<file path="src/rtl/pts_pkg.sv">
// Shared types, codes and constants for the periodic timer slot table.
// Used by pts_ctrl, pts_dp and periodic_timer_slot_table; depends on nothing.
`default_nettype none

package pts_pkg;

    // Table size default and result cap per tick
    localparam int SLOT_COUNT_DEF = 16;
    localparam int MAX_RESULTS    = 16;
    localparam int CNT_W          = 5;
    localparam int DIV_STEPS      = 32;
    localparam int DIV_CNT_W      = 6;

    // Input item kinds
    localparam logic [1:0] MODE_ADD    = 2'd0;
    localparam logic [1:0] MODE_REMOVE = 2'd1;
    localparam logic [1:0] MODE_TICK   = 2'd2;

    // Result kinds
    localparam logic [1:0] KIND_OK   = 2'd0;
    localparam logic [1:0] KIND_FAIL = 2'd1;
    localparam logic [1:0] KIND_FIRE = 2'd2;

    typedef struct packed {
        logic [1:0]  mode;
        logic [31:0] callback_addr;
        logic [31:0] delay;
        logic [31:0] arg_a;
        logic [31:0] arg_b;
        logic [31:0] arg_c;
        logic [31:0] arg_d;
        logic [4:0]  slot_index;
        logic [31:0] task_process;
        logic [31:0] task_thread;
    } in_word_t;

    typedef struct packed {
        logic [1:0]  kind;
        logic [3:0]  slot;
        logic [31:0] fire_addr;
        logic [31:0] fire_a;
        logic [31:0] fire_b;
        logic [31:0] fire_c;
        logic [31:0] fire_d;
        logic        last;
    } out_word_t;

    typedef enum logic [2:0] {
        S_IDLE,
        S_DEC,
        S_DIV,
        S_ASCAN,
        S_ARESP,
        S_TRD,
        S_TEV,
        S_TFIN
    } state_t;

    // Controller to datapath
    typedef struct packed {
        logic load_in;
        logic div_start;
        logic div_step;
        logic scan_clr;
        logic scan_adv;
        logic tick_inc;
        logic add_write;
        logic remove_clr;
        logic resp_fail;
        logic push_resp;
        logic fire_take;
        logic push_last;
    } cmd_t;

    // Datapath to controller
    typedef struct packed {
        logic [1:0] mode;
        logic       reject;
        logic       div_done;
        logic       free_hit;
        logic       fire_hit;
        logic       idx_end;
        logic       cnt_last;
        logic       hold_v;
        logic       out_free;
    } sts_t;

endpackage

`default_nettype wire

</file>
<file path="src/rtl/pts_ctrl.sv">
// Sequencer for the timer slot table: decodes each word and steps the datapath.
// Depends on pts_pkg.
`default_nettype none

module pts_ctrl (
    input  wire logic          clk,
    input  wire logic          rst_n,
    input  wire logic          in_valid,
    output logic               in_ready,
    input  wire pts_pkg::sts_t sts,
    output pts_pkg::cmd_t      cmd
);

    pts_pkg::state_t state_reg;
    pts_pkg::state_t state_next;

    // Hold the state
    always_ff @(posedge clk or negedge rst_n)
    begin
        if (!rst_n)
        begin
            state_reg <= pts_pkg::S_IDLE;
        end
        else
        begin
            state_reg <= state_next;
        end
    end

    // Advance the state
    always_comb
    begin
        state_next = state_reg;
        unique case (state_reg)
            pts_pkg::S_IDLE:
            begin
                if (in_valid)
                    state_next = pts_pkg::S_DEC;
            end
            pts_pkg::S_DEC:
            begin
                unique case (sts.mode)
                    pts_pkg::MODE_ADD:
                        state_next = sts.reject ? pts_pkg::S_ARESP : pts_pkg::S_DIV;
                    pts_pkg::MODE_TICK:
                        state_next = pts_pkg::S_TRD;
                    default:
                        state_next = pts_pkg::S_IDLE;
                endcase
            end
            pts_pkg::S_DIV:
            begin
                if (sts.div_done)
                    state_next = pts_pkg::S_ASCAN;
            end
            pts_pkg::S_ASCAN:
            begin
                if (sts.free_hit || sts.idx_end)
                    state_next = pts_pkg::S_ARESP;
            end
            pts_pkg::S_ARESP:
            begin
                if (sts.out_free)
                    state_next = pts_pkg::S_IDLE;
            end
            pts_pkg::S_TRD:
            begin
                state_next = pts_pkg::S_TEV;
            end
            pts_pkg::S_TEV:
            begin
                if (sts.fire_hit)
                begin
                    if (!sts.hold_v || sts.out_free)
                        state_next = (sts.idx_end || sts.cnt_last) ?
                                     pts_pkg::S_TFIN : pts_pkg::S_TRD;
                end
                else
                begin
                    state_next = sts.idx_end ? pts_pkg::S_TFIN : pts_pkg::S_TRD;
                end
            end
            pts_pkg::S_TFIN:
            begin
                if (!sts.hold_v || sts.out_free)
                    state_next = pts_pkg::S_IDLE;
            end
            default:
                state_next = pts_pkg::S_IDLE;
        endcase
    end

    // Drive commands
    always_comb
    begin
        cmd      = '0;
        in_ready = 1'b0;
        unique case (state_reg)
            pts_pkg::S_IDLE:
            begin
                in_ready    = 1'b1;
                cmd.load_in = in_valid;
            end
            pts_pkg::S_DEC:
            begin
                cmd.resp_fail = 1'b1;
                cmd.scan_clr  = 1'b1;
                cmd.div_start = (sts.mode == pts_pkg::MODE_ADD);
                cmd.tick_inc  = (sts.mode == pts_pkg::MODE_TICK);
                cmd.remove_clr = (sts.mode == pts_pkg::MODE_REMOVE);
            end
            pts_pkg::S_DIV:
            begin
                cmd.div_step = !sts.div_done;
            end
            pts_pkg::S_ASCAN:
            begin
                cmd.add_write = sts.free_hit;
                cmd.scan_adv  = !sts.free_hit && !sts.idx_end;
            end
            pts_pkg::S_ARESP:
            begin
                cmd.push_resp = sts.out_free;
            end
            pts_pkg::S_TEV:
            begin
                if (sts.fire_hit)
                begin
                    if (!sts.hold_v || sts.out_free)
                    begin
                        cmd.fire_take = 1'b1;
                        cmd.scan_adv  = !(sts.idx_end || sts.cnt_last);
                    end
                end
                else
                begin
                    cmd.scan_adv = !sts.idx_end;
                end
            end
            pts_pkg::S_TFIN:
            begin
                cmd.push_last = sts.hold_v && sts.out_free;
            end
            default:
            begin
                cmd = '0;
            end
        endcase
    end

endmodule

`default_nettype wire

</file>
<file path="config.mk">
export PLATFORM = sky130hd
export DESIGN_NAME = pts_ctrl
export DESIGN_NICKNAME = d
export VERILOG_FILES = /design/src/rtl/pts_pkg.sv /design/src/rtl/pts_ctrl.sv
export SDC_FILE = /design/constraint.sdc
export NUM_CORES = 1
export LEC_CHECK = 0
export ABC_AREA = 1
export ABC_CLOCK_PERIOD_IN_PS = 1990
export CORE_AREA = 3 3 40 42
export DETAILED_ROUTE_END_ITERATION = 7
export DIE_AREA = 0 0 43 45
export DONT_BUFFER_PORTS = 1
export GPL_TIMING_DRIVEN = 0
export SKIP_CTS_REPAIR_TIMING = 1
export SLEW_MARGIN = 20
export SYNTH_ARGS = -nofsm -noshare
export SYNTH_HDL_FRONTEND = slang
export SYNTH_SLANG_ARGS = --single-unit
</file>
<file path="constraint.sdc">
create_clock -name clk -period 1.99 [get_ports clk]
set_clock_uncertainty 0.2 [all_clocks]
set_input_delay 0.398 -clock clk [delete_from_list [all_inputs] [get_ports clk]]
set_output_delay 0.398 -clock clk [all_outputs]
set_load 0.02 [all_outputs]
</file>
* Word level (Yosys, flattened, before mapping) *
Cells that the tools add are included.

storage, ports and cells
  register bits = 3
  input port bits = 13
  output and inout port bits = 13
  word-level logic and storage cells = 57

operators by class
  equal/unequal tests = 15
  muxes and demuxes = 28
  reduce and logical (&&, ||, !) cells = 13

operators by type and width
  kind                                            count
  2-to-1 mux 3 bit                                8
  one-hot mux 3 bit (8 select lines)              1
  2-to-1 mux 1 bit                                14
  == test 3 bit (second input constant)           4
  inequality test 2 bit (second input constant)   5
  == test 3 x 2 -> 1 bit (second input constant)  2
  2-to-1 mux 2 bit                                3
  one-hot mux 3 bit (2 select lines)              1
  AND reduction 6 bit                             1
  logical NOT 1 bit                               5
  == test 3 x 1 -> 1 bit (second input constant)  1
  logical NOT 3 bit                               1
  logical OR 1 bit                                3
  inequality test 3 bit (second input constant)   1
  == test 2 x 1 -> 1 bit (second input constant)  1
  == test 2 bit (second input constant)           1
  logical AND 1 bit                               2
  logical NOT 2 bit                               1
  one-hot mux 1 bit (2 select lines)              1

* Logic depth before layout (Yosys ltp) *
Gate-level depths: netlist of the first run.

  depth after elaboration = 5
  mapped depth = 9

* Least setup slack after synthesis of the first run *
No wires, ideal clock.

  path kind = register to output
  start = register state_reg[0]
  end = output port cmd[7] in the netlist's numbering
  arrival time = 1342 ps
  slack = 50 ps
  stages on the path, launching flop included = 7
  buffers on the path = 1
  path through = dfrtp_1 -> buf_4 -> inv_1 -> nand2_1 -> nor2_1 -> inv_1 -> o31ai_1

RTL lines
  item                    line            text
  from (decl)             pts_ctrl.sv:14  pts_pkg::state_t state_reg;
  from (signal assigned)  pts_ctrl.sv:22  state_reg <= pts_pkg::S_IDLE;
  from (signal assigned)  pts_ctrl.sv:26  state_reg <= state_next;
  to (decl)               pts_ctrl.sv:11  output pts_pkg::cmd_t cmd

==> metrics.md, run 1 <==
| Metric | Value |
|---|---|
| WP buf/inv | 3 |
| Critical R2R Launch | state_reg[0] |
| CTS tree | built |
| Top-level port count | 26 |
| Delay-heaviest family, CP | flip-flops |
| Vias in the first global route | about 430 |
| Synth area leaders | nand2_1, dfrtp_1, nor2_1 |
| Area grow syn2layout | 25.5% |
| Footprint of the multi-input gates | approximately 330 µm² |
| Area of the core | 1280 µm² |
| Warnings, synthesis | 0 |
| Unrepaired setup endpoints after global routing | yes |
| Pre-CTS setup slack | -0.0442 ns |
| Drt wl/cell | 10.4 µm |
| VDD IR-drop max | 424 µV |
| Run status | finished, final reports clean |
| GRT overflow | 0 |
| CP peak stage delay | 0.36 ns |
| Post-synth top area cell | nand2_1 |
| Top cell type's share of synthesized area | 23.8% |
| CP max FO | 8 |
| Post-synth EDFFs | 0 |
| Syn Nets | 102 |
| Number of max-cap violations | 0 |
| First-pass GRT wire length | 1770 µm |
| Dpl hpwl | 876 µm |
| Final Core Density | 43.1% |
| Num CTS Buffers | 3 |
| Startpoint type of the worst setup path | register |
| Final ANT Viol Nets | 0 |
| Syn Std Cell Area | 442 µm² |
| Non-Filler Instances | 109 |
| Share of cells above drive strength 1 | 25.5% |
| Placed Area | 460 µm² |
| Initial Util | 34.4% |
| Setup TNS | 0 ns |
| Register area | 76.3 µm² |
| CP most frequent cell | inv_2 |
| Mapped Cells | 89 |
| Max reg flops | 3 |
| Via count | approximately 530 |
| PortBufs | 0 |
| Library cells used by synthesis | 14 |
| Via density | between 4 and 5 |
| Slew Limit Headroom | 62.3% |
| WHS | about 0.21 ns |
| Reg2reg end | state_reg[0] |
| Power per Cell Area | 1370 nW/µm² |
| Die W | 43 µm |
| DRT Pass-1 Iters | 4 |
| Cell Rows | 13 |
| DIE HEIGHT | 45 µm |
| CP cell instances | buf_6 -> inv_2 -> nand2_2 -> nor2_4 -> inv_2 -> o31ai_4 |
| WP data arrival | 1.39 ns |
| CTS root buf | clkbuf_4 |
| Post-synth top flop | dfrtp_1 |
| R2R cell count | 8 |
| Clock Tree Buf Depth | 2 |
| Min cycle time layout | 1.99 ns |
| Worst Tran Pin Value | 0.561 ns |
| Post-synth top cells | nand2_1, nor2_1, inv_1 |
| Hold Crit Class | input port to async pin |
| Htree depth | 1 |
| Synth async-reset ratio | 100% |
| Clock transition at the registers of the reported paths | ~0.04 ns |
| Final slew viol count | 0 |
| Leakage power | 0.322 nW |
| Initial antenna violation count | 0 |
| DRC viols | 0 |
| CP endpoint kind | output pin |
| Fmax | between 500 and 600 MHz |
| CP startpoint | state_reg[0] |
| Post-Route WL | 1130 µm |
| CP max-delay cell | dfrtp_1 |
| Flops & latches, synth | 3 |
| Largest net degree at the start of global routing | 10 |
| Power, Total | around 760 µW |
| Routability cong. | 0.831 |
| CP Capture Point | cmd[7] |
| # diodes | 0 |
| Number of instances in the placed design | 104 |
| Final WS setup | 0.00455 ns |
| Critical path type | register to output pin |
| Number of cells on the critical path | 6 |
| FILL cells | 149 |
| Final setup viols | 0 |
| Final hold violation count | 0 |
| Clk sink count | 3 |
| Design area | 554 µm² |
| Leading cell type by number of instances after synthesis | nand2_1 |
| Worst R2R Setup Slack | 0.50 ns |
| Fin crit share | 99.8% |
| Synthesized area per cell | 4.96 µm² |
| Starting DRC count in detailed routing | 16 |
| Sequential fraction of the synthesis area | 17.0% |
| # nets final | around 110 |
| Clk_lat worst skew | 0.24 ns |
| Gr usage total | 11.8% |
| Die area | 1940 µm² |
| CP Data Required Time | between 1 and 1.5 ns |
logic make-up after synthesis:
kind of cell           synth area share, %
AOI/OAI and AO/OA                     5.10
buffers and inverters                 19.5
and+or+nand+nor                       58.4
DFF                                   17.0
layout make-up:
class	count	share of cell area, %
Timing Repair Buffer	1	1.81
Buffer	2	3.39
Inverter	19	13.8
Tap cell	15	3.39
Multi-Input combinational cell	65	59.1
Clock buffer	4	4.74
Sequential cell	3	13.8
worst min path at each step:
| stage | start | endpoint | slack [ns] | cells after the start |
|---|---|---|---|---|
| finish | rst_n | state_reg[2] | 0.21 | 1 |
| CTS | rst_n | state_reg[2] | -0.35 | 0 |
| detailed placement | rst_n | state_reg[2] | -0.1 | 0 |
| floorplan | rst_n | state_reg[0] | -0.1 | 0 |
| global route | rst_n | state_reg[1] | 0.22 | 1 |
| global placement | rst_n | state_reg[2] | -0.1 | 0 |
cells in the final DEF, fill, tap and decap left out, types with 2 or more instances in the layout:
master | netlist | final
a21oi_1 | 3 | 3
clkbuf_4 | 0 | 3
dfrtp_1 | 3 | 2
inv_1 | 17 | 13
inv_2 | 2 | 5
nand2_1 | 28 | 27
nand2_2 | 1 | 2
nand3_1 | 10 | 9
nor2_1 | 18 | 14
nor2_2 | 1 | 4
nor2_4 | 1 | 2
where the power goes:
| group | switching (mW) | internal (mW) |
|---|---|---|
| registers | 0.0425 | 0.0922 |
| logic | 0.356 | 0.159 |
| clock network | 0.0351 | 0.0754 |
metal layers:
metal / up-vias / part of all wire [%] / global-route usage [%] / wire length, µm
li1: 278 / - / - / -
met1: 225 / 45 / 16.9 / 515
met2: 28 / 43 / 16.8 / 487
met3: 0 / 11 / 3.98 / 129
met4: 0 / 0 / 3.61 / 0
met5: - / 0 / 0 / 0
No activity file was read; power rests on OpenSTA's default activity.
==> inputs of run 2 (changes only) <==
--- a/config.mk
+++ b/config.mk
@@ -12,6 +12,7 @@
 export DIE_AREA = 0 0 43 45
 export DONT_BUFFER_PORTS = 1
 export GPL_TIMING_DRIVEN = 0
+export PLACE_DENSITY = 0.52
 export SKIP_CTS_REPAIR_TIMING = 1
 export SLEW_MARGIN = 20
 export SYNTH_ARGS = -nofsm -noshare
==> metrics.md, run 2 (same netlist as run 1, synthesis figures left out) <==
| Metric | Value |
|---|---|
| CP max FO | 8 (unchanged) |
| Top-level port count | 26 (unchanged) |
| Unrepaired setup endpoints after global routing | yes |
| Final hold violation count | 0 (unchanged) |
| CP Data Required Time | 1.39 ns (about the same) |
| VDD IR-drop max | 350 µV (-18%) |
| Power per Cell Area | 1370 nW/µm² (-0.14%) |
| WP data arrival | 1.35 ns (-0.04 ns) |
| GRT overflow | 0 (unchanged) |
| CP endpoint kind | output pin |
| Number of instances in the placed design | 104 (unchanged) |
| CP startpoint | state_reg[0] |
| Initial Util | 34.4% (unchanged) |
| Area grow syn2layout | 26.6% |
| Cell Rows | 13 (unchanged) |
| Setup TNS | 0 ns (unchanged) |
| Worst R2R Setup Slack | 0.51 ns (about the same) |
| Via density | 4.72 (-3.1%) |
| Final WS setup | 0.0372 ns (+0.0326 ns) |
| Power, Total | 766 µW (+0.76%) |
| DIE HEIGHT | 45 µm (unchanged) |
| Largest net degree at the start of global routing | 10 (unchanged) |
| Design area | 559 µm² (+0.90%) |
| Final Core Density | 43.5% (+0.39 points) |
| Run status | finished, final reports clean |
| Max reg flops | 3 (unchanged) |
| DRT Pass-1 Iters | 4 (unchanged) |
| FILL cells | 151 (+1.3%) |
| Placed Area | 460 µm² (unchanged) |
| Reg2reg end | state_reg[0] |
| Clock transition at the registers of the reported paths | 0.04 ns (about the same) |
| DRC viols | 0 (unchanged) |
| Initial antenna violation count | 0 (unchanged) |
| Die W | 43 µm (unchanged) |
| Dpl hpwl | 878 µm (+0.27%) |
| First-pass GRT wire length | 1570 µm (-11%) |
| R2R cell count | 8 (unchanged) |
| Non-Filler Instances | 110 (+0.92%) |
| Fmax | 512 MHz (+1.7%) |
| Area of the core | 1280 µm² (unchanged) |
| Critical R2R Launch | state_reg[0] |
| Final setup viols | 0 (unchanged) |
| Most frequent cells in the layout | nand2_1, nor2_1, inv_1 |
| Worst Tran Pin Value | 0.575 ns (+0.0139 ns) |
| Share of cells above drive strength 1 | 26.3% (+0.78 points) |
| Starting DRC count in detailed routing | 12 (-4) |
| Leakage power | 0.326 nW (+1.3%) |
| Gr usage total | 10.3% (-1.5 points) |
| Critical path type | register to output pin |
| Slew Limit Headroom | 61.4% (-0.93 points) |
| CTS tree | built |
| Via count | 519 (-2.3%) |
| # diodes | 0 (unchanged) |
| Hold Crit Class | input port to async pin |
| Clk_lat worst skew | 0.23 ns (about the same) |
| Number of max-cap violations | 0 (unchanged) |
| # nets final | 109 (+0.93%) |
| Register area | 76.3 µm² (unchanged) |
| Htree depth | 1 (unchanged) |
| Num CTS Buffers | 3 (unchanged) |
| Drt wl/cell | 9.96 µm (-4.1%) |
| PortBufs | 0 (unchanged) |
| Final ANT Viol Nets | 0 (unchanged) |
| Routability cong. | 0.815 (-2.0%) |
| WHS | 0.216 ns (+0.00706 ns) |
| Min cycle time layout | 1.95 ns (-0.0326 ns) |
| Pre-CTS setup slack | -0.0577 ns (-0.0135 ns) |
| CP Capture Point | cmd[7] |
| Post-Route WL | 1100 µm (-3.2%) |
| Vias in the first global route | 389 (-9.7%) |
| Footprint of the multi-input gates | 328 µm² (unchanged) |
| Commonest non-fill, non-tap cell in the layout | nand2_1 |
| Startpoint type of the worst setup path | register |
| CTS root buf | clkbuf_4 |
| Clk sink count | 3 (unchanged) |
| Clock Tree Buf Depth | 2 (unchanged) |
| Fin crit share | 98.1% (-1.6 points) |
| Final slew viol count | 0 (unchanged) |
| Die area | 1940 µm² (unchanged) |
==> run 2: cell types whose count changed in the layout (fill, tap and decap cells not counted) <==
cell   previous run  this run
inv_6             1         0
inv_4             0         1
buf_4             1         2
==> run 2: how the worst min path moves through the flow <==
stage	end	slack (ns)
6_report	state_reg[1]	0.22
5_1_grt	state_reg[0]	0.21
4_1_cts	state_reg[0]	-0.34
3_5_place_dp	state_reg[0]	-0.1
3_3_place_gp	state_reg[0]	-0.1
2_1_floorplan	state_reg[0]	-0.1
==> run 2: cell type report <==
cell class | instances | area share (%)
Multi-Input combinational cell | 65 | 58.6
Sequential cell | 3 | 13.6
Buffer | 2 | 3.36
Timing Repair Buffer | 2 | 3.13
Clock buffer | 4 | 4.70
Inverter | 19 | 13.2
Tap cell | 15 | 3.36
==> run 2: critical path, cell delays in order (launching register included) <==
cell     delay [ns]
dfrtp_1        0.36
buf_6          0.14
inv_2          0.05
nand2_2        0.05
nor2_4         0.13
inv_2          0.05
o31ai_4        0.34
==> run 2: power breakdown <==
group	internal [mW]	total (mW)	switching, mW	leakage (nW)
Clock	0.0752	0.107	0.0317	0.0150
Sequential	0.0921	0.133	0.0409	0.0365
Combinational	0.169	0.526	0.357	0.274
Total	0.336	0.766	0.430	0.326
==> run 2: routing by layer <==
layer / wire length [µm] / vias up / global-route usage [%]
li1: - / 277 / -
met1: 505 / 215 / 15.2
met2: 484 / 27 / 15.3
met3: 107 / 0 / 1.59
met4: 0 / 0 / 3.61
met5: 0 / - / 0
==> inputs of run 3 (changes only) <==
--- a/config.mk
+++ b/config.mk
@@ -12,7 +12,7 @@
 export DIE_AREA = 0 0 43 45
 export DONT_BUFFER_PORTS = 1
 export GPL_TIMING_DRIVEN = 0
-export PLACE_DENSITY = 0.52
+export PLACE_DENSITY = 0.44
 export SKIP_CTS_REPAIR_TIMING = 1
 export SLEW_MARGIN = 20
 export SYNTH_ARGS = -nofsm -noshare
==> metrics.md, run 3 (same netlist as run 1, synthesis figures left out) <==
| Metric | Value |
|---|---|
| GRT overflow | 0 (unchanged) |
| Num CTS Buffers | 3 (unchanged) |
| Initial Util | 34.4% (unchanged) |
| Drt wl/cell | 10.3 µm (+3.9%) |
| Clock transition at the registers of the reported paths | 0.04 ns (about the same) |
| Fin crit share | 99.8% (+1.7 points) |
| Final hold violation count | 0 (unchanged) |
| CP endpoint kind | output pin |
| Gr usage total | 12.5% (+2.2 points) |
| Starting DRC count in detailed routing | 4 (-8) |
| DRC viols | 0 (unchanged) |
| Top-level port count | 26 (unchanged) |
| Area grow syn2layout | 23.2% |
| CP max FO | 8 (unchanged) |
| Via count | 505 (-2.7%) |
| First-pass GRT wire length | 1850 µm (+18%) |
| Clk sink count | 3 (unchanged) |
| CP cell instances | buf_4 -> inv_1 -> nand2_1 -> nor2_2 -> inv_1 -> o31ai_4 |
| Cell Rows | 13 (unchanged) |
| DIE HEIGHT | 45 µm (unchanged) |
| CP Data Required Time | 1.39 ns (about the same) |
| Power per Cell Area | 1340 nW/µm² (-2.2%) |
| Commonest non-fill, non-tap cell in the layout | nand2_1 |
| Hold Crit Class | input port to async pin |
| # diodes | 0 (unchanged) |
| Area of the core | 1280 µm² (unchanged) |
| Worst Tran Pin Value | 0.566 ns (-0.00891 ns) |
| VDD IR-drop max | 517 µV (+48%) |
| CP peak stage delay | 0.35 ns (about the same) |
| Via density | 4.63 (-1.8%) |
| Fmax | 503 MHz (-1.7%) |
| Startpoint type of the worst setup path | register |
| Final setup viols | 0 (unchanged) |
| Setup TNS | 0 ns (unchanged) |
| Die area | 1940 µm² (unchanged) |
| Run status | finished, final reports clean |
| Largest net degree at the start of global routing | 10 (unchanged) |
| CTS tree | built |
| Clk_lat worst skew | 0.23 ns (about the same) |
| Dpl hpwl | 943 µm (+7.3%) |
| Share of cells above drive strength 1 | 21.3% (-5.0 points) |
| CP max-delay cell | dfrtp_1 |
| Clock Tree Buf Depth | 2 (unchanged) |
| Max reg flops | 3 (unchanged) |
| WP data arrival | 1.39 ns (+0.04 ns) |
| Vias in the first global route | 481 (+24%) |
| Final slew viol count | 0 (unchanged) |
| Htree depth | 1 (unchanged) |
| Number of max-cap violations | 0 (unchanged) |
| Power, Total | 729 µW (-4.9%) |
| CP most frequent cell | inv_1 |
| Final Core Density | 42.4% (-1.2 points) |
| Most frequent cells in the layout | nand2_1, inv_1, nor2_1 |
| Routability cong. | 0.785 (-3.6%) |
| Min cycle time layout | 1.99 ns (+0.0340 ns) |
| # nets final | 108 (-0.92%) |
| Unrepaired setup endpoints after global routing | yes |
| CTS root buf | clkbuf_4 |
| Initial antenna violation count | 0 (unchanged) |
| Die W | 43 µm (unchanged) |
| Final ANT Viol Nets | 0 (unchanged) |
| Post-Route WL | 1130 µm (+2.9%) |
| Slew Limit Headroom | 62.0% (+0.60 points) |
| DRT Pass-1 Iters | 4 (unchanged) |
| Critical path type | register to output pin |
| PortBufs | 0 (unchanged) |
| Leakage power | 0.323 nW (-1.1%) |
## run 3: area by class of cell
cell class / count / area [µm²]
fill: 158 / 741
tap: 15 / 18.8
buffer: 2 / 15.0
multi-input combinational: 65 / 324
clock buffer: 4 / 26.3
sequential: 3 / 76.3
inverter: 19 / 73.8
timing repair buffer: 1 / 10.0
## run 3: worst paths after layout
check	startpoint	end	slack [ns]	depth (start not counted)
max in group asynchronous	rst_n	state_reg[2]	1.22	1
min in group clk	sts[8]	state_reg[2]	0.27	5
worst max-delay path	state_reg[0]	cmd[7]	0.003	6
worst min-delay path	rst_n	state_reg[1]	0.22	1
worst max register to register	state_reg[0]	state_reg[0]	0.49	8
worst min register to register	state_reg[2]	state_reg[2]	0.38	2
## run 3: stage by stage
stage	hold WS (ns)	instance area (µm²)	instances	worst slack [ns]
2_1_floorplan	-0.0976	442	89	0.0504
3_3_place_gp	-0.0975	460	104	-0.0749
3_5_place_dp	-0.0975	460	104	-0.0568
4_1_cts	-0.347	487	108	-0.311
5_1_grt	0.213	544	109	-0.0695
6_report	0.216	544	109	0.00317
## run 3: layer usage
| layer | share of wire, % | up-vias | wire length (µm) | track usage (%) |
|---|---|---|---|---|
| li1 | - | 279 | - | - |
| met3 | 4.6 | 0 | 52 | 1.99 |
| met2 | 47 | 11 | 534 | 20.1 |
| met5 | 0 | - | 0 | 0 |
| met1 | 48 | 215 | 542 | 15.9 |
| met4 | 0 | 0 | 0 | 7.23 |
## run 3: report_power, final
| group | internal (mW) | switching, mW | leakage, nW |
|---|---|---|---|
| sequential | 0.0921 | 0.0369 | 0.0365 |
| clock | 0.0751 | 0.0302 | 0.0150 |
| combinational | 0.148 | 0.347 | 0.271 |
## run 3: critical path, delay by kind of cell (launching register included)
kind	cells	cell delay, ns
flip-flops	1	0.35
AO/OA/AOI/OAI	1	0.33
buffers and inverters	3	0.30
AND/OR/NAND/NOR	2	0.18
